<file path="config.mk">
export PLATFORM = sky130hd
export DESIGN_NAME = loss_weighted_lottery_scheduler_flat
export DESIGN_NICKNAME = d
export VERILOG_FILES = /design/src/rtl/lwls_pkg.sv /design/src/rtl/lwls_if.sv /design/src/rtl/lwls_ram.sv /design/src/rtl/lwls_divider.sv /design/src/rtl/lwls_datapath.sv /design/src/rtl/lwls_ctrl.sv /design/src/rtl/loss_weighted_lottery_scheduler.sv /design/src/flat_wrapper.sv
export SDC_FILE = /design/constraint.sdc
export NUM_CORES = 2
export LEC_CHECK = 0
export ABC_CLOCK_PERIOD_IN_PS = 28100
export BUFFER_PORTS_ARGS = -buffer_cell sky130_fd_sc_hd__buf_2
export CELL_PAD_IN_SITES_DETAIL_PLACEMENT = 1
export CELL_PAD_IN_SITES_GLOBAL_PLACEMENT = 1
export CORE_UTILIZATION = 45
export DETAILED_ROUTE_END_ITERATION = 8
export PLACE_DENSITY = 0.7
export RECOVER_POWER = 25
export SLEW_MARGIN = 20
export SYNTH_ARGS = -nofsm -noshare
export SYNTH_HDL_FRONTEND = slang
export SYNTH_SLANG_ARGS = --single-unit
</file>
<file path="constraint.sdc">
create_clock -name clock -period 28.1 [get_ports clock]
set_input_delay 1.405 -clock clock [delete_from_list [all_inputs] [get_ports clock]]
set_output_delay 1.405 -clock clock [all_outputs]
set_load 0.01 [all_outputs]
</file>
<file path="src/rtl/lwls_pkg.sv">
// lwls_pkg: shared constants, codes and the command and status structs
// of the loss-weighted lottery scheduler
// no dependencies
package lwls_pkg;

   localparam int OP_W      = 1;
   localparam int QID_W     = 3;
   localparam int FRAC_W    = 16;
   localparam int BACKLOG_W = 19;
   localparam int CFG_W     = 4;
   localparam int CNT_W     = 32;

   localparam logic [BACKLOG_W-1:0] BACKLOG_MAX      = '1;
   localparam logic [CFG_W-1:0]     CFG_QUEUES_RESET = 4'd8;

   localparam logic [OP_W-1:0] OP_ENQUEUE = 1'b0;
   localparam logic [OP_W-1:0] OP_DEQUEUE = 1'b1;

   // controller to datapath
   typedef struct packed {
      logic accept;
      logic enq_check;
      logic div_take;
      logic mul;
      logic walk;
      logic write;
      logic deliver;
   } lwls_cmd_type;

   // datapath to controller
   typedef struct packed {
      logic enq_refused;
      logic div_done;
      logic walk_done;
      logic walk_found;
      logic out_free;
   } lwls_status_type;

endpackage

</file>
<file path="src/rtl/lwls_if.sv">
// lwls_if: channel interfaces of the scheduler (request, response, csr write)
// depends on lwls_pkg for the field widths
interface lwls_req_if;
   import lwls_pkg::*;
   logic              valid;
   logic              ready;
   logic [OP_W-1:0]   op;
   logic [QID_W-1:0]  queue_id;
   logic              link_error;
   logic [FRAC_W-1:0] rand_frac;

   modport source (output valid, op, queue_id, link_error, rand_frac, input ready);
   modport sink   (input valid, op, queue_id, link_error, rand_frac, output ready);
endinterface

interface lwls_rsp_if;
   import lwls_pkg::*;
   logic                 valid;
   logic                 ready;
   logic                 granted;
   logic [QID_W-1:0]     granted_queue;
   logic                 refused;
   logic [BACKLOG_W-1:0] backlog;

   modport source (output valid, granted, granted_queue, refused, backlog, input ready);
   modport sink   (input valid, granted, granted_queue, refused, backlog, output ready);
endinterface

interface lwls_csr_if;
   import lwls_pkg::*;
   logic             valid;
   logic             ready;
   logic [CFG_W-1:0] data;

   modport source (output valid, data, input ready);
   modport sink   (input valid, data, output ready);
endinterface

</file>
<file path="src/rtl/lwls_ram.sv">
// lwls_ram: generic single write port, single read port ram, registered read
// no dependencies
module lwls_ram #(
   parameter int WIDTH = 8,
   parameter int DEPTH = 8
) (
   input  logic                     clock,
   input  logic                     wr_en,
   input  logic [$clog2(DEPTH)-1:0] wr_addr,
   input  logic [WIDTH-1:0]         wr_data,
   input  logic                     rd_en,
   input  logic [$clog2(DEPTH)-1:0] rd_addr,
   output logic [WIDTH-1:0]         rd_data
);
   logic [WIDTH-1:0] mem_ff [DEPTH];
   logic [WIDTH-1:0] rd_data_ff;

   always_ff @(posedge clock) begin
      if (wr_en) begin
         mem_ff[wr_addr] <= wr_data;
      end
      if (rd_en) begin
         rd_data_ff <= mem_ff[rd_addr];
      end
   end

   assign rd_data = rd_data_ff;
endmodule

</file>
<file path="src/rtl/lwls_divider.sv">
// lwls_divider: restoring divider, one quotient bit a cycle
// computes floor(loss * 2^FRAC_BITS / divisor) for loss below divisor
// depends on lwls_pkg
module lwls_divider #(
   parameter int FRAC_BITS = 16
) (
   input  logic                      clock,
   input  logic                      reset,
   input  logic                      start,
   input  logic [lwls_pkg::CNT_W-1:0] loss_in,
   input  logic [lwls_pkg::CNT_W:0]   divisor_in,
   output logic                      done,
   output logic [FRAC_BITS-1:0]      quotient
);
   import lwls_pkg::*;

   localparam int CW = $clog2(FRAC_BITS + 1);

   logic [CNT_W:0]     rem_ff, rem_in;
   logic [CNT_W:0]     div_ff;
   logic [FRAC_BITS-1:0] quo_ff, quo_in;
   logic [CW-1:0]      cnt_ff, cnt_in;
   logic               done_ff, done_in;
   logic [CNT_W+1:0]   shifted;
   logic               ge;

   // remainder always stays below the divisor, so one bit of headroom is enough
   assign shifted = {rem_ff, 1'b0};
   assign ge      = shifted >= {1'b0, div_ff};

   always_comb begin
      rem_in  = rem_ff;
      quo_in  = quo_ff;
      cnt_in  = cnt_ff;
      done_in = done_ff;
      if (start) begin
         rem_in  = {1'b0, loss_in};
         quo_in  = '0;
         cnt_in  = CW'(FRAC_BITS);
         done_in = 1'b0;
      end else if (cnt_ff != '0) begin
         rem_in = ge ? (CNT_W + 1)'(shifted - {1'b0, div_ff}) : (CNT_W + 1)'(shifted);
         quo_in = {quo_ff[FRAC_BITS-2:0], ge};
         cnt_in = cnt_ff - 1'b1;
         if (cnt_ff == CW'(1)) begin
            done_in = 1'b1;
         end
      end
   end

   always_ff @(posedge clock) begin
      if (reset) begin
         cnt_ff  <= '0;
         done_ff <= 1'b0;
      end else begin
         cnt_ff  <= cnt_in;
         done_ff <= done_in;
      end
      rem_ff <= rem_in;
      quo_ff <= quo_in;
      if (start) begin
         div_ff <= divisor_in;
      end
   end

   assign done     = done_ff;
   assign quotient = quo_ff;
endmodule

</file>
<file path="src/rtl/lwls_datapath.sv">
// lwls_datapath: per-queue record ram, weight cache sums, lottery walk,
// weight divider and result register
// depends on lwls_pkg, lwls_ram and lwls_divider
module lwls_datapath #(
   parameter int NUM_QUEUES       = 8,
   parameter int WEIGHT_FRAC_BITS = 16,
   parameter int LENGTH_BITS      = 16
) (
   input  logic                         clock,
   input  logic                         reset,
   input  lwls_pkg::lwls_cmd_type       cmd,
   output lwls_pkg::lwls_status_type    status,
   input  logic [lwls_pkg::OP_W-1:0]    req_op,
   input  logic [lwls_pkg::QID_W-1:0]   req_queue_id,
   input  logic                         req_link_error,
   input  logic [lwls_pkg::FRAC_W-1:0]  req_rand_frac,
   input  logic                         csr_valid,
   input  logic [lwls_pkg::CFG_W-1:0]   csr_data,
   output logic                         rsp_valid,
   input  logic                         rsp_ready,
   output logic                         rsp_granted,
   output logic [lwls_pkg::QID_W-1:0]   rsp_granted_queue,
   output logic                         rsp_refused,
   output logic [lwls_pkg::BACKLOG_W-1:0] rsp_backlog
);
   import lwls_pkg::*;

   localparam int QW    = $clog2(NUM_QUEUES);
   localparam int WW    = WEIGHT_FRAC_BITS + 1;
   localparam int SW    = WEIGHT_FRAC_BITS + 1 + QW;
   localparam int BW    = LENGTH_BITS + QW;
   localparam int REC_W = LENGTH_BITS + WW + 2 * CNT_W;
   localparam int CMP_W = (QW + 1 > QID_W) ? QW + 1 : QID_W;
   localparam int NW    = (QW + 1 > CFG_W) ? QW + 1 : CFG_W;
   localparam int BX    = (BW > BACKLOG_W) ? BW : BACKLOG_W;
   localparam int PW    = FRAC_W + SW;
   localparam logic [WW-1:0] WEIGHT_ONE = {1'b1, {WEIGHT_FRAC_BITS{1'b0}}};

   // captured request
   logic [OP_W-1:0]   op_ff;
   logic [QID_W-1:0]  qid_ff;
   logic              err_ff;
   logic [FRAC_W-1:0] frac_ff;
   logic              in_range_ff;
   logic              in_range;

   // configuration
   logic [CFG_W-1:0]  queues_in_use_ff;
   logic [NW-1:0]     cfg_ext, n_eff;
   logic [QW-1:0]     last_idx;

   // record ram and entry valid bits
   logic [NUM_QUEUES-1:0] valid_ff;
   logic                  rdv_ff;
   logic                  rd_en;
   logic [QW-1:0]         rd_addr;
   logic [REC_W-1:0]      rd_data, rd_rec, wr_data;
   logic [LENGTH_BITS-1:0] rd_len;
   logic [WW-1:0]          rd_w;
   logic [CNT_W-1:0]       rd_loss, rd_arr;

   // record under update
   logic [LENGTH_BITS-1:0] work_len_ff;
   logic [WW-1:0]          work_w_ff, old_w_ff;
   logic [CNT_W-1:0]       work_loss_ff, work_arr_ff;
   logic [QW-1:0]          target_ff;

   // enqueue arithmetic
   logic                   enq_refused;
   logic                   arr_sat;
   logic [CNT_W-1:0]       new_arr, new_loss;
   logic                   div_start, div_done;
   logic [WEIGHT_FRAC_BITS-1:0] div_quo;

   // lottery walk
   logic [SW-1:0]  sum_ff, thr_ff, cum_ff, cum_next;
   logic [PW-1:0]  prod;
   logic [QW-1:0]  eval_idx_ff;
   logic           cand_valid_ff;
   logic           cur_nonempty, hit, walk_last;

   // totals and result
   logic [BW-1:0]        backlog_ff;
   logic [BX-1:0]        bl_ext;
   logic [BACKLOG_W-1:0] bl_sat;
   logic                 res_granted_ff, res_refused_ff;
   logic                 out_valid_ff;
   logic                 out_granted_ff, out_refused_ff;
   logic [QID_W-1:0]     out_queue_ff;
   logic [BACKLOG_W-1:0] out_backlog_ff;

   assign in_range = CMP_W'(req_queue_id) < CMP_W'(NUM_QUEUES);

   // queues_in_use of zero acts as one, above the queue count as the queue count
   assign cfg_ext  = NW'(queues_in_use_ff);
   assign n_eff    = (cfg_ext == '0) ? NW'(1) :
                     (cfg_ext > NW'(NUM_QUEUES)) ? NW'(NUM_QUEUES) : cfg_ext;
   assign last_idx = QW'(n_eff - NW'(1));

   assign rd_rec  = rdv_ff ? rd_data : '0;
   assign rd_arr  = rd_rec[CNT_W-1:0];
   assign rd_loss = rd_rec[2*CNT_W-1:CNT_W];
   assign rd_w    = rd_rec[2*CNT_W+WW-1:2*CNT_W];
   assign rd_len  = rd_rec[REC_W-1:2*CNT_W+WW];
   assign wr_data = {work_len_ff, work_w_ff, work_loss_ff, work_arr_ff};

   assign enq_refused = !in_range_ff || (&rd_len);
   assign arr_sat     = &rd_arr;
   assign new_arr     = arr_sat ? rd_arr : rd_arr + 1'b1;
   assign new_loss    = (!arr_sat && err_ff && !(&rd_loss)) ? rd_loss + 1'b1 : rd_loss;
   assign div_start   = cmd.enq_check && !enq_refused;

   assign prod         = PW'(frac_ff) * PW'(sum_ff);
   assign cur_nonempty = rd_len != '0;
   assign cum_next     = cum_ff + (cur_nonempty ? SW'(rd_w) : SW'(0));
   assign hit          = cur_nonempty && (cum_next > thr_ff);
   assign walk_last    = eval_idx_ff == last_idx;

   always_comb begin
      rd_en   = 1'b0;
      rd_addr = '0;
      if (cmd.accept) begin
         rd_en   = (req_op == OP_DEQUEUE) || in_range;
         rd_addr = (req_op == OP_DEQUEUE) ? QW'(0) : QW'(req_queue_id);
      end else if (cmd.walk) begin
         rd_en   = !walk_last;
         rd_addr = eval_idx_ff + 1'b1;
      end
   end

   lwls_ram #(
      .WIDTH (REC_W),
      .DEPTH (NUM_QUEUES)
   ) u_rec_ram (
      .clock   (clock),
      .wr_en   (cmd.write),
      .wr_addr (target_ff),
      .wr_data (wr_data),
      .rd_en   (rd_en),
      .rd_addr (rd_addr),
      .rd_data (rd_data)
   );

   lwls_divider #(
      .FRAC_BITS (WEIGHT_FRAC_BITS)
   ) u_divider (
      .clock      (clock),
      .reset      (reset),
      .start      (div_start),
      .loss_in    (new_loss),
      .divisor_in ({1'b0, new_arr} + 1'b1),
      .done       (div_done),
      .quotient   (div_quo)
   );

   assign bl_ext = BX'(backlog_ff);
   assign bl_sat = (bl_ext > BX'(BACKLOG_MAX)) ? BACKLOG_MAX : bl_ext[BACKLOG_W-1:0];

   // control state
   always_ff @(posedge clock) begin
      if (reset) begin
         queues_in_use_ff <= CFG_QUEUES_RESET;
         valid_ff         <= '0;
         rdv_ff           <= 1'b0;
         sum_ff           <= '0;
         backlog_ff       <= '0;
         cand_valid_ff    <= 1'b0;
         out_valid_ff     <= 1'b0;
      end else begin
         if (csr_valid) begin
            queues_in_use_ff <= csr_data;
         end
         if (rd_en) begin
            rdv_ff <= valid_ff[rd_addr];
         end
         if (cmd.accept) begin
            cand_valid_ff <= 1'b0;
         end else if (cmd.walk && cur_nonempty) begin
            cand_valid_ff <= 1'b1;
         end
         if (cmd.write) begin
            valid_ff[target_ff] <= 1'b1;
            sum_ff <= sum_ff - SW'(old_w_ff) + SW'(work_w_ff);
            if (op_ff == OP_DEQUEUE) begin
               backlog_ff <= backlog_ff - 1'b1;
            end else begin
               backlog_ff <= backlog_ff + 1'b1;
            end
         end
         if (cmd.deliver) begin
            out_valid_ff <= 1'b1;
         end else if (rsp_ready) begin
            out_valid_ff <= 1'b0;
         end
      end
   end

   // payload
   always_ff @(posedge clock) begin
      if (cmd.accept) begin
         op_ff          <= req_op;
         qid_ff         <= req_queue_id;
         err_ff         <= req_link_error;
         frac_ff        <= req_rand_frac;
         in_range_ff    <= in_range;
         res_granted_ff <= 1'b0;
         res_refused_ff <= 1'b0;
         cum_ff         <= '0;
         eval_idx_ff    <= '0;
      end
      if (cmd.enq_check) begin
         res_refused_ff <= enq_refused;
         work_len_ff    <= rd_len + 1'b1;
         work_w_ff      <= rd_w;
         work_loss_ff   <= new_loss;
         work_arr_ff    <= new_arr;
         old_w_ff       <= rd_w;
         target_ff      <= QW'(qid_ff);
      end
      if (cmd.div_take) begin
         work_w_ff <= WEIGHT_ONE - WW'(div_quo);
      end
      if (cmd.mul) begin
         thr_ff <= prod[PW-1:FRAC_W];
      end
      if (cmd.walk) begin
         cum_ff <= cum_next;
         if (!walk_last) begin
            eval_idx_ff <= eval_idx_ff + 1'b1;
         end
         // remember the latest non-empty queue, the fallback when rounding finds none
         if (cur_nonempty) begin
            work_len_ff  <= rd_len - 1'b1;
            work_w_ff    <= (rd_len == LENGTH_BITS'(1)) ? WW'(0) : rd_w;
            work_loss_ff <= rd_loss;
            work_arr_ff  <= rd_arr;
            old_w_ff     <= rd_w;
            target_ff    <= eval_idx_ff;
         end
      end
      if (cmd.write) begin
         res_granted_ff <= op_ff == OP_DEQUEUE;
      end
      if (cmd.deliver) begin
         out_granted_ff <= res_granted_ff;
         out_refused_ff <= res_refused_ff;
         out_queue_ff   <= res_granted_ff ? QID_W'(target_ff) : QID_W'(0);
         out_backlog_ff <= bl_sat;
      end
   end

   assign status.enq_refused = enq_refused;
   assign status.div_done    = div_done;
   assign status.walk_done   = hit || walk_last;
   assign status.walk_found  = cand_valid_ff || cur_nonempty;
   assign status.out_free    = !out_valid_ff || rsp_ready;

   assign rsp_valid         = out_valid_ff;
   assign rsp_granted       = out_granted_ff;
   assign rsp_granted_queue = out_queue_ff;
   assign rsp_refused       = out_refused_ff;
   assign rsp_backlog       = out_backlog_ff;

   a_enq_weight_range: assert property (@(posedge clock) disable iff (reset)
      cmd.write && (op_ff == OP_ENQUEUE) |-> (work_w_ff != '0) && (work_w_ff <= WEIGHT_ONE))
      else $error("enqueue writes a weight outside one lsb to one");

   a_deq_has_candidate: assert property (@(posedge clock) disable iff (reset)
      cmd.write && (op_ff == OP_DEQUEUE) |-> cand_valid_ff && (backlog_ff != '0))
      else $error("dequeue update without a served queue");

   a_sum_bound: assert property (@(posedge clock) disable iff (reset)
      cmd.write |=> sum_ff <= SW'(NUM_QUEUES) * SW'(WEIGHT_ONE))
      else $error("weight sum beyond all queues at full weight");

   a_grant_excludes_refuse: assert property (@(posedge clock) disable iff (reset)
      cmd.deliver |=> !(out_granted_ff && out_refused_ff))
      else $error("beat both granted and refused");
endmodule

</file>
<file path="src/rtl/lwls_ctrl.sv">
// lwls_ctrl: sequencing state machine of the scheduler
// depends on lwls_pkg
module lwls_ctrl (
   input  logic                      clock,
   input  logic                      reset,
   input  logic                      req_valid,
   input  logic [lwls_pkg::OP_W-1:0] req_op,
   output logic                      req_ready,
   input  lwls_pkg::lwls_status_type status,
   output lwls_pkg::lwls_cmd_type    cmd
);
   import lwls_pkg::*;

   typedef enum logic [6:0] {
      ST_IDLE      = 7'b0000001,
      ST_ENQ_CHECK = 7'b0000010,
      ST_ENQ_DIV   = 7'b0000100,
      ST_DEQ_MUL   = 7'b0001000,
      ST_DEQ_WALK  = 7'b0010000,
      ST_WRITE     = 7'b0100000,
      ST_DONE      = 7'b1000000
   } state_type;

   state_type state_ff, state_in;

   assign req_ready = state_ff == ST_IDLE;

   always_comb begin
      state_in = state_ff;
      cmd      = '0;
      unique case (state_ff)
         ST_IDLE: begin
            if (req_valid) begin
               cmd.accept = 1'b1;
               state_in   = (req_op == OP_DEQUEUE) ? ST_DEQ_MUL : ST_ENQ_CHECK;
            end
         end
         ST_ENQ_CHECK: begin
            cmd.enq_check = 1'b1;
            state_in      = status.enq_refused ? ST_DONE : ST_ENQ_DIV;
         end
         ST_ENQ_DIV: begin
            if (status.div_done) begin
               cmd.div_take = 1'b1;
               state_in     = ST_WRITE;
            end
         end
         ST_DEQ_MUL: begin
            cmd.mul  = 1'b1;
            state_in = ST_DEQ_WALK;
         end
         ST_DEQ_WALK: begin
            cmd.walk = 1'b1;
            if (status.walk_done) begin
               state_in = status.walk_found ? ST_WRITE : ST_DONE;
            end
         end
         ST_WRITE: begin
            cmd.write = 1'b1;
            state_in  = ST_DONE;
         end
         ST_DONE: begin
            if (status.out_free) begin
               cmd.deliver = 1'b1;
               state_in    = ST_IDLE;
            end
         end
         default: begin
            state_in = ST_IDLE;
         end
      endcase
   end

   always_ff @(posedge clock) begin
      if (reset) begin
         state_ff <= ST_IDLE;
      end else begin
         state_ff <= state_in;
      end
   end
endmodule

</file>
<file path="src/rtl/loss_weighted_lottery_scheduler.sv">
// loss_weighted_lottery_scheduler: top level, joins controller and datapath
// depends on lwls_pkg, lwls_if, lwls_ctrl and lwls_datapath
//
// Keeps a packet, loss and arrival count per queue and serves queues by a
// weighted lottery, each queue weighted 1 - loss/(arrivals+1). One request
// beat is worked at a time and gives one response beat. An enqueue waits
// on the weight divider, which makes one quotient bit a cycle; a refused
// enqueue skips the divider. A dequeue's lottery walk reads the queues from
// the record ram in order until a winner is known, at most the effective
// queues_in_use of them. A finished response waits in its own register, so
// the next request is taken while it is unread. Configuration writes are
// always ready; counts and weights clear at reset.
module loss_weighted_lottery_scheduler #(
   parameter int NUM_QUEUES       = 8,
   parameter int WEIGHT_FRAC_BITS = 16,
   parameter int LENGTH_BITS      = 16
) (
   input  logic        clock,
   input  logic        reset,
   lwls_req_if.sink    req_chan,
   lwls_rsp_if.source  rsp_chan,
   lwls_csr_if.sink    csr_chan
);
   import lwls_pkg::*;

   lwls_cmd_type    cmd;
   lwls_status_type status;

   assign csr_chan.ready = 1'b1;

   lwls_ctrl u_ctrl (
      .clock     (clock),
      .reset     (reset),
      .req_valid (req_chan.valid),
      .req_op    (req_chan.op),
      .req_ready (req_chan.ready),
      .status    (status),
      .cmd       (cmd)
   );

   lwls_datapath #(
      .NUM_QUEUES       (NUM_QUEUES),
      .WEIGHT_FRAC_BITS (WEIGHT_FRAC_BITS),
      .LENGTH_BITS      (LENGTH_BITS)
   ) u_datapath (
      .clock             (clock),
      .reset             (reset),
      .cmd               (cmd),
      .status            (status),
      .req_op            (req_chan.op),
      .req_queue_id      (req_chan.queue_id),
      .req_link_error    (req_chan.link_error),
      .req_rand_frac     (req_chan.rand_frac),
      .csr_valid         (csr_chan.valid),
      .csr_data          (csr_chan.data),
      .rsp_valid         (rsp_chan.valid),
      .rsp_ready         (rsp_chan.ready),
      .rsp_granted       (rsp_chan.granted),
      .rsp_granted_queue (rsp_chan.granted_queue),
      .rsp_refused       (rsp_chan.refused),
      .rsp_backlog       (rsp_chan.backlog)
   );
endmodule
</file>
<file path="src/flat_wrapper.sv">
// flat-port wrapper written by rule: the top's interface ports become plain ports
module loss_weighted_lottery_scheduler_flat import lwls_pkg::*;
#(
   parameter int NUM_QUEUES       = 8,
   parameter int WEIGHT_FRAC_BITS = 16,
   parameter int LENGTH_BITS      = 16
)
  (clock, reset, req_chan_valid, req_chan_op, req_chan_queue_id, req_chan_link_error, req_chan_rand_frac, req_chan_ready, rsp_chan_valid, rsp_chan_granted, rsp_chan_granted_queue, rsp_chan_refused, rsp_chan_backlog, rsp_chan_ready, csr_chan_valid, csr_chan_data, csr_chan_ready);
  lwls_req_if req_chan_i ();
  lwls_rsp_if rsp_chan_i ();
  lwls_csr_if csr_chan_i ();
  input  logic clock;
  input  logic reset;
  input wire logic [$bits(req_chan_i.valid)-1:0] req_chan_valid;
  input wire logic [$bits(req_chan_i.op)-1:0] req_chan_op;
  input wire logic [$bits(req_chan_i.queue_id)-1:0] req_chan_queue_id;
  input wire logic [$bits(req_chan_i.link_error)-1:0] req_chan_link_error;
  input wire logic [$bits(req_chan_i.rand_frac)-1:0] req_chan_rand_frac;
  output wire logic [$bits(req_chan_i.ready)-1:0] req_chan_ready;
  output wire logic [$bits(rsp_chan_i.valid)-1:0] rsp_chan_valid;
  output wire logic [$bits(rsp_chan_i.granted)-1:0] rsp_chan_granted;
  output wire logic [$bits(rsp_chan_i.granted_queue)-1:0] rsp_chan_granted_queue;
  output wire logic [$bits(rsp_chan_i.refused)-1:0] rsp_chan_refused;
  output wire logic [$bits(rsp_chan_i.backlog)-1:0] rsp_chan_backlog;
  input wire logic [$bits(rsp_chan_i.ready)-1:0] rsp_chan_ready;
  input wire logic [$bits(csr_chan_i.valid)-1:0] csr_chan_valid;
  input wire logic [$bits(csr_chan_i.data)-1:0] csr_chan_data;
  output wire logic [$bits(csr_chan_i.ready)-1:0] csr_chan_ready;
  assign req_chan_i.valid = req_chan_valid;
  assign req_chan_i.op = req_chan_op;
  assign req_chan_i.queue_id = req_chan_queue_id;
  assign req_chan_i.link_error = req_chan_link_error;
  assign req_chan_i.rand_frac = req_chan_rand_frac;
  assign req_chan_ready = req_chan_i.ready;
  assign rsp_chan_valid = rsp_chan_i.valid;
  assign rsp_chan_granted = rsp_chan_i.granted;
  assign rsp_chan_granted_queue = rsp_chan_i.granted_queue;
  assign rsp_chan_refused = rsp_chan_i.refused;
  assign rsp_chan_backlog = rsp_chan_i.backlog;
  assign rsp_chan_i.ready = rsp_chan_ready;
  assign csr_chan_i.valid = csr_chan_valid;
  assign csr_chan_i.data = csr_chan_data;
  assign csr_chan_ready = csr_chan_i.ready;
  loss_weighted_lottery_scheduler #(.NUM_QUEUES(NUM_QUEUES), .WEIGHT_FRAC_BITS(WEIGHT_FRAC_BITS), .LENGTH_BITS(LENGTH_BITS)) u_core (.clock(clock), .reset(reset), .req_chan(req_chan_i), .rsp_chan(rsp_chan_i), .csr_chan(csr_chan_i));
endmodule
</file>
After elaboration in Yosys (flattened, before gate mapping)
Memories as Yosys holds them, arrays and structs flattened. A register that Yosys moved wholly into a read port is not among the register bits. Index checks and enable logic that the tools add are counted.

Order comparisons: 7. Bitwise operators: 1. Multiplexer cells: 71. $add $sub $neg: 15. $mul: 1. Equality and inequality tests: 14. Reduce and logical (&&, ||, !) cells: 29.

Operator list (count): 32-bit 2-to-1 mux (10); 17-bit 2-to-1 mux (9); 97-bit 2-to-1 mux (1); 32-bit by 1-bit adder with 32-bit output (second input constant) (2); 32-bit AND reduction (2); 7-bit one-hot mux with 7 select lines (1); 16-bit 2-to-1 mux (3); 7-bit 2-to-1 mux (6); 20-bit by 17-bit adder with 20-bit output (2); 20-bit 2-to-1 mux (2); 16-bit by 20-bit multiplier with 36-bit output (1); 34-bit by 33-bit greater-or-equal comparator with 1-bit output (1); 32-bit by 1-bit adder with 33-bit output (second input constant) (1); 3-bit 2-to-1 mux (11); 33-bit 2-to-1 mux (1); 33-bit subtractor (1); 1-bit 2-to-1 mux (21); 20-bit > comparator (1); 20-bit by 17-bit subtractor with 20-bit output (1); 19-bit by 1-bit adder with 19-bit output (second input constant) (1); 19-bit > comparator (second input constant) (1); 19-bit 2-to-1 mux (1); 19-bit by 1-bit subtractor with 19-bit output (second input constant) (1); 17-bit by 16-bit subtractor with 17-bit output (first input constant) (1); 36 further kinds (56).

Bits of input ports: 30. Logic and storage cells: 173. Memories: 1. Output and inout bits: 27. RAM bits: 776. Register bits: 356.

Memory list: u_core.u_datapath.u_rec_ram.mem_ff (depth 8, width 97, rd ports 1, clocked after memory_dff 1, write ports 1, RTL line lwls_ram.sv:15) `logic [WIDTH-1:0] mem_ff [DEPTH];`.

Logic depth before layout (Yosys ltp)
Depth in word-level cells: 9. Depth in mapped cells: 38. Depth with buffers taken out: 29.

By module
Synthesis repeated with hierarchy kept, for this count alone.

Cells, all modules: 5117. Area, all modules: 65587.9 µm².

By module, submodules not included: lwls_ram (area each 32093.3 µm², times used 1, cells an instance 1232); lwls_datapath (area each 27238.6 µm², times used 1, cells an instance 3205); lwls_divider (area each 5611.6 µm², times used 1, cells an instance 606); lwls_ctrl (area each 633.1 µm², times used 1, cells an instance 72); loss_weighted_lottery_scheduler (area each 11.3 µm², times used 1, cells an instance 2).

Worst setup path after synthesis
No wires, ideal clock.

Path kind: reg-to-reg. Start: register u_core.u_ctrl.state_ff[0]. End: memory u_core.u_datapath.u_rec_ram.mem_ff[0][0] (netlist name), enable pin. Cell stages (with the launch flop): 5. Path buffers: 0. Path slack: 16.853 ns. Library setup time: 0.797 ns. Period minus slack after synthesis: 11.247 ns. Data arrival time: 10.451 ns. Cells stage by stage: dfxtp_1 > or3_1 > nor3_1 > nand3b_1 > nor4_1.

Word-level cells in the longest chain between the ends: 4.

Ends and longest elaborated chain: from (decl) (RTL line lwls_ctrl.sv:24) `state_type state_ff, state_in;`; from (signal assigned) (RTL line lwls_ctrl.sv:78) `state_ff <= state_in;`; 7-bit by 6-bit == test with 1-bit output (RTL line lwls_ctrl.sv:31) `unique case (state_ff)`; 1-bit 2-to-1 mux (RTL line lwls_ctrl.sv:31); 1-bit 2-to-1 mux (RTL line lwls_ram.sv:19) `if (wr_en) begin`; 1-bit 2-to-1 mux (implied by the code) (RTL line lwls_ram.sv:20) `mem_ff[wr_addr] <= wr_data;`; to (decl) (RTL line lwls_ram.sv:15).

No other way between the ends.

Worst setup path in the final report
Start: register u_core.u_datapath.frac_ff[9]. End: register u_core.u_datapath.thr_ff[19] (data pin).

Word-level cells in the longest chain between the ends: 1.

Ends and longest elaborated chain: from (decl) (RTL line lwls_datapath.sv:43) `logic [FRAC_W-1:0] frac_ff;`; from (signal assigned) (RTL line lwls_datapath.sv:204) `frac_ff <= req_rand_frac;`; 16-bit by 20-bit multiplier with 36-bit output (RTL line lwls_datapath.sv:113) `assign prod = PW'(frac_ff) * PW'(sum_ff);`; named net u_core.u_datapath.prod[35] (RTL line lwls_datapath.sv:77) `logic [PW-1:0] prod;`; to (signal assigned) (RTL line lwls_datapath.sv:224) `thr_ff <= prod[PW-1:FRAC_W];`; to (decl) (RTL line lwls_datapath.sv:76) `logic [SW-1:0] sum_ff, thr_ff, cum_ff, cum_next;`.

The timed path passes the listed nets, and every way through them passes these cells. A chain may end at the register's enable or synchronous reset.

==> qor.tcl <==
set qor(run_status) {finished clean}
set qor(finalClockSkew_ns) 0.0426
set qor(setup_violation_total_in_the_final_timing_report) 0
set qor(timing_worst_setup_path_type) {flip-flop to flip-flop}
set qor(route.detailed.vias_per_inst) 5.66
set qor(drv_cap) 0
set qor(power.ir.vdd_worst_v) 0.0000674
set qor(number_of_instances_resized_during_post_cts_repair) 0
set qor(arrival_ns) 8.33
set qor(ys.flop_type) {edfxtp_1}
set qor(clock_pin_transition_on_the_worst_setup_and_hold_timing_paths_ns) 0.06
set qor(reg2reg_slack_ns) 20.28
set qor(cp.required_ns) 28.61
set qor(final.min_clock_period_ns) 7.82
set qor(root_buffer) {clkbuf_16}
set qor(fillerInstances) 15300
set qor(synth.ff_latch_count) 1229
set qor(max-slew-margin-rel_pct) 28.6
set qor(detailed_route_wire_length_um) 184000
set qor(yosys_warnings) 0
set qor(start_kind) {flip-flop}
set qor(firstDrtPassIters) 5
set qor(clock_latency_on_the_worst_skew_pair_ns) 0.78
set qor(hold_path_end) {u_core.u_datapath.rsp_backlog[18]}
set qor(worstHoldStart) {u_core.u_datapath.backlog_ff[18]}
set qor(layoutNonFillerInstCount) 8114
set qor(syn-num-nets) 6721
set qor(static-leakage-power_uw) 0.0284
set qor(synth.distinct_cells) 85
set qor(critical_path.startpoint) {u_core.u_datapath.frac_ff[9]}
set qor(grt_first_pass_wirelength_um) 288000
set qor(grt_use_total_pct) 25.5
set qor(cp-end-kind) {flip-flop}
set qor(synth-async-reset-ratio_pct) 0
set qor(hold_worst_slack_ns) 0.468
set qor(dr_total_vias) 45900
set qor(post-cts-setup-buffer-count) 0
set qor(initial_antenna_violation_count) 1
set qor(synthCells) 6197
set qor(detail_route.wl_per_cell_um) 22.7
set qor(timing.final.hold_violations) 0
set qor(die_span_y_um) 382
set qor(type_of_the_worst_min_delay_path) {flip-flop to flip-flop}
set qor(setup-tns-final_ns) 0
set qor(rr_endpoint) {u_core.u_datapath.thr_ff[19]}
set qor(timing.hold.worst_path_depth) 0
set qor(drt_iter0_markers) 3097
set qor(first_global_vias) 49200
set qor(grt_start_max_net_pins) 155
set qor(rr_worst_depth) 23
set qor(period_share_pct) 27.8
set qor(finish.net_count) 6630
set qor(cts_hold_repair.buffers) 0
set qor(clock_sink_count) 1229
set qor(cts_made_buffers) 138
set qor(post_route_cells_drive_above_1_share_pct) 6.31
set qor(clockBufferDepth) 3
set qor(die_area_mm2) 0.146
set qor(initial_core_util_pct) 45.6
set qor(floorplan.core_area_mm2) 0.142
set qor(ioPinCount) 57
set qor(max_slew_violation_count) 0
set qor(reg2reg_from) {u_core.u_datapath.frac_ff[9]}
set qor(syn-cell-area_mm2) 0.0648
set qor(avgSynthCellArea_um2) 10.5
set qor(worst-slew-pin-transition_ns) 1.06
set qor(cts.htree.levels) 4
set qor(share_of_synthesized_area_occupied_by_flip_flops_and_latches_pct) 53.8
set qor(tritoncts_clock_tree) {done}
set qor(drt_drc_violations_left) 0
set qor(hpwlAfterDp_um) 115000
set qor(globalplace.congestion) 0.865
set qor(antenna_left) 0
set qor(io_buffer_count) 55
set qor(floorplan.die.width_um) 382
set qor(flow.area_growth_from_synthesis_pct) 10.5
set qor(global_route.overflow_total) 0
set qor(placed_cells) 7855
set qor(grt_setup_unrepaired) {no}
set qor(power_density_mw_per_mm2) 78.3
set qor(cp_max_fo) 20
set qor(antenna_cells_inserted) 0
set qor(floorplan.rows) 138
set qor(synth_enable_flop_cells) 1025
set qor(maxClockFrequency_ghz) 0.128
area by class of cell:
class | count | area (um2) | share of cell area, %
Sequential cell | 1229 | 34900 | 48.6
Tap cell | 1890 | 2360 | 3.30
Clock inverter | 74 | 941 | 1.31
Multi-Input combinational cell | 4132 | 27000 | 37.7
Timing Repair Buffer | 119 | 856 | 1.19
Clock buffer | 184 | 3830 | 5.35
Inverter | 486 | 1820 | 2.55
layout by cell type (no fill, tap or decap), types with 26 or more instances in the layout:
cell       count
dfxtp_1      203
a21o_1        45
nor2_1       234
o22ai_1       39
buf_4         56
mux2i_1       43
xnor2_1      123
a211oi_1      40
nand4_1       49
fa_1         269
edfxtp_1    1025
and2_1       142
a21oi_1      199
nor3_1        92
o21ai_0      219
xor2_1        81
nand2_1     1412
ha_1         225
clkbuf_1      31
buf_2         55
a31oi_1       29
clkbuf_16    143
a221oi_1      26
nand3_1      550
inv_1        485
cells in the mapped netlist, types with 7 or more instances:
master / n / area share [%]
a211oi_1: 40 / 0.46
a21o_1: 45 / 0.52
a21oi_1: 199 / 1.5
a221oi_1: 26 / 0.35
a31oi_1: 29 / 0.28
and2_1: 142 / 1.4
and3_1: 23 / 0.22
and4_1: 7 / 0.095
buf_1: 30 / 0.17
buf_2: 23 / 0.18
clkbuf_1: 294 / 1.7
dfxtp_1: 204 / 6.3
edfxtp_1: 1025 / 47
fa_1: 269 / 8.3
ha_1: 225 / 4.3
inv_1: 485 / 2.8
mux2i_1: 43 / 0.66
nand2_1: 1415 / 8.2
nand2b_1: 20 / 0.19
nand3_1: 551 / 4.3
nand3b_1: 17 / 0.20
nand4_1: 49 / 0.47
nor2_1: 239 / 1.4
nor2b_1: 21 / 0.20
nor3_1: 96 / 0.74
nor3b_1: 7 / 0.081
nor4_1: 18 / 0.17
o211ai_1: 20 / 0.23
o21a_1: 18 / 0.21
o21ai_0: 219 / 1.7
o21bai_1: 8 / 0.093
o22ai_1: 39 / 0.38
or2_2: 10 / 0.096
or3_1: 21 / 0.20
or4_1: 9 / 0.10
xnor2_1: 123 / 1.7
xor2_1: 81 / 1.1
critical path, cell delays in order, from the launching register on:
cell and delay, ns:
edfxtp_1 0.93, nand2_1 0.18, fa_1 0.57, inv_1 0.05, fa_1 0.49, inv_1 0.05, fa_1 0.49, inv_1 0.06
fa_1 0.53, inv_1 0.06, fa_1 0.53, inv_1 0.06, fa_1 0.48, ha_1 0.32, nand4_1 0.12, a221oi_1 0.23
a31oi_1 0.14, or3_1 0.48, a311o_1 0.41, o21ai_0 0.53, a31oi_1 0.28, o211ai_1 0.30, a21oi_1 0.12, xnor2_1 0.13
routing by layer:
layer	wire (um)	share of wire, %	track usage, %
met5	0	0	0
met4	5060	2.7	7.62
met3	7100	3.9	3.12
met2	93700	51	45.0
met1	78500	43	32.6
flip-flops by register name, indices dropped and copies added, names as in the netlist, 4 cells and up:
register and cells:
u_core.u_datapath.work_loss_ff 32, u_core.u_datapath.u_divider.quotient 16, u_core.u_ctrl.state_ff 7, u_core.u_datapath.u_divider.cnt_ff 5, u_core.u_datapath.u_rec_ram.mem_ff 776, u_core.u_datapath.u_rec_ram.rd_data 97, u_core.u_datapath.backlog_ff 19, u_core.u_datapath.u_divider.rem_ff 33
u_core.u_datapath.work_len_ff 16, u_core.u_datapath.sum_ff 20, u_core.u_datapath.valid_ff 8, u_core.u_datapath.thr_ff 20, u_core.u_datapath.frac_ff 16, u_core.u_datapath.rsp_backlog 19, u_core.u_datapath.u_divider.div_ff 33, u_core.u_datapath.cum_ff 20
u_core.u_datapath.work_arr_ff 32, u_core.u_datapath.old_w_ff 17, u_core.u_datapath.cfg_ext 4, u_core.u_datapath.work_w_ff 17
stage by stage:
stage,power (uW),utilization [%],worst slack (ns),cell area [um2]
floorplan,3330,-,16.85,64800
global placement,3690,47.0,20.45,66900
detailed placement,3730,47.0,20.31,66900
CTS,5640,50.4,20.30,71600
global route,5860,50.4,19.85,71700
finish,5610,50.4,20.28,71700
power breakdown:
part	leakage, uW	switching, uW	total, uW	internal, uW
combinational	0.0150	688	1120	437
sequential	0.0111	277	2590	2310
clock	0.00233	766	1900	1130
total	0.0284	1730	5610	3880
worst max path at each step:
stage	slack, ns	cells after the start	end
finish	20.28	23	u_core.u_datapath.thr_ff[19]
global route	19.85	23	u_core.u_datapath.thr_ff[19]
CTS	20.30	23	u_core.u_datapath.thr_ff[19]
detailed placement	20.31	23	u_core.u_datapath.thr_ff[19]
global placement	20.45	23	u_core.u_datapath.thr_ff[19]
floorplan	16.85	4	u_core.u_datapath.u_rec_ram.mem_ff[0][0]
cells by family (layout without fill, tap and decap cells):
group	after synthesis	after routing	share of synthesized area (%)
compound gates	720	720	6.83
xor+xnor	205	205	2.78
fa+ha+maj	494	494	12.6
buf+inv	836	863	4.90
flops	1229	1229	53.8
mux	43	43	0.664
other cells	1	1	0.00578
simple gates	2669	2669	18.4
No activity file was read; power rests on OpenSTA's default activity.
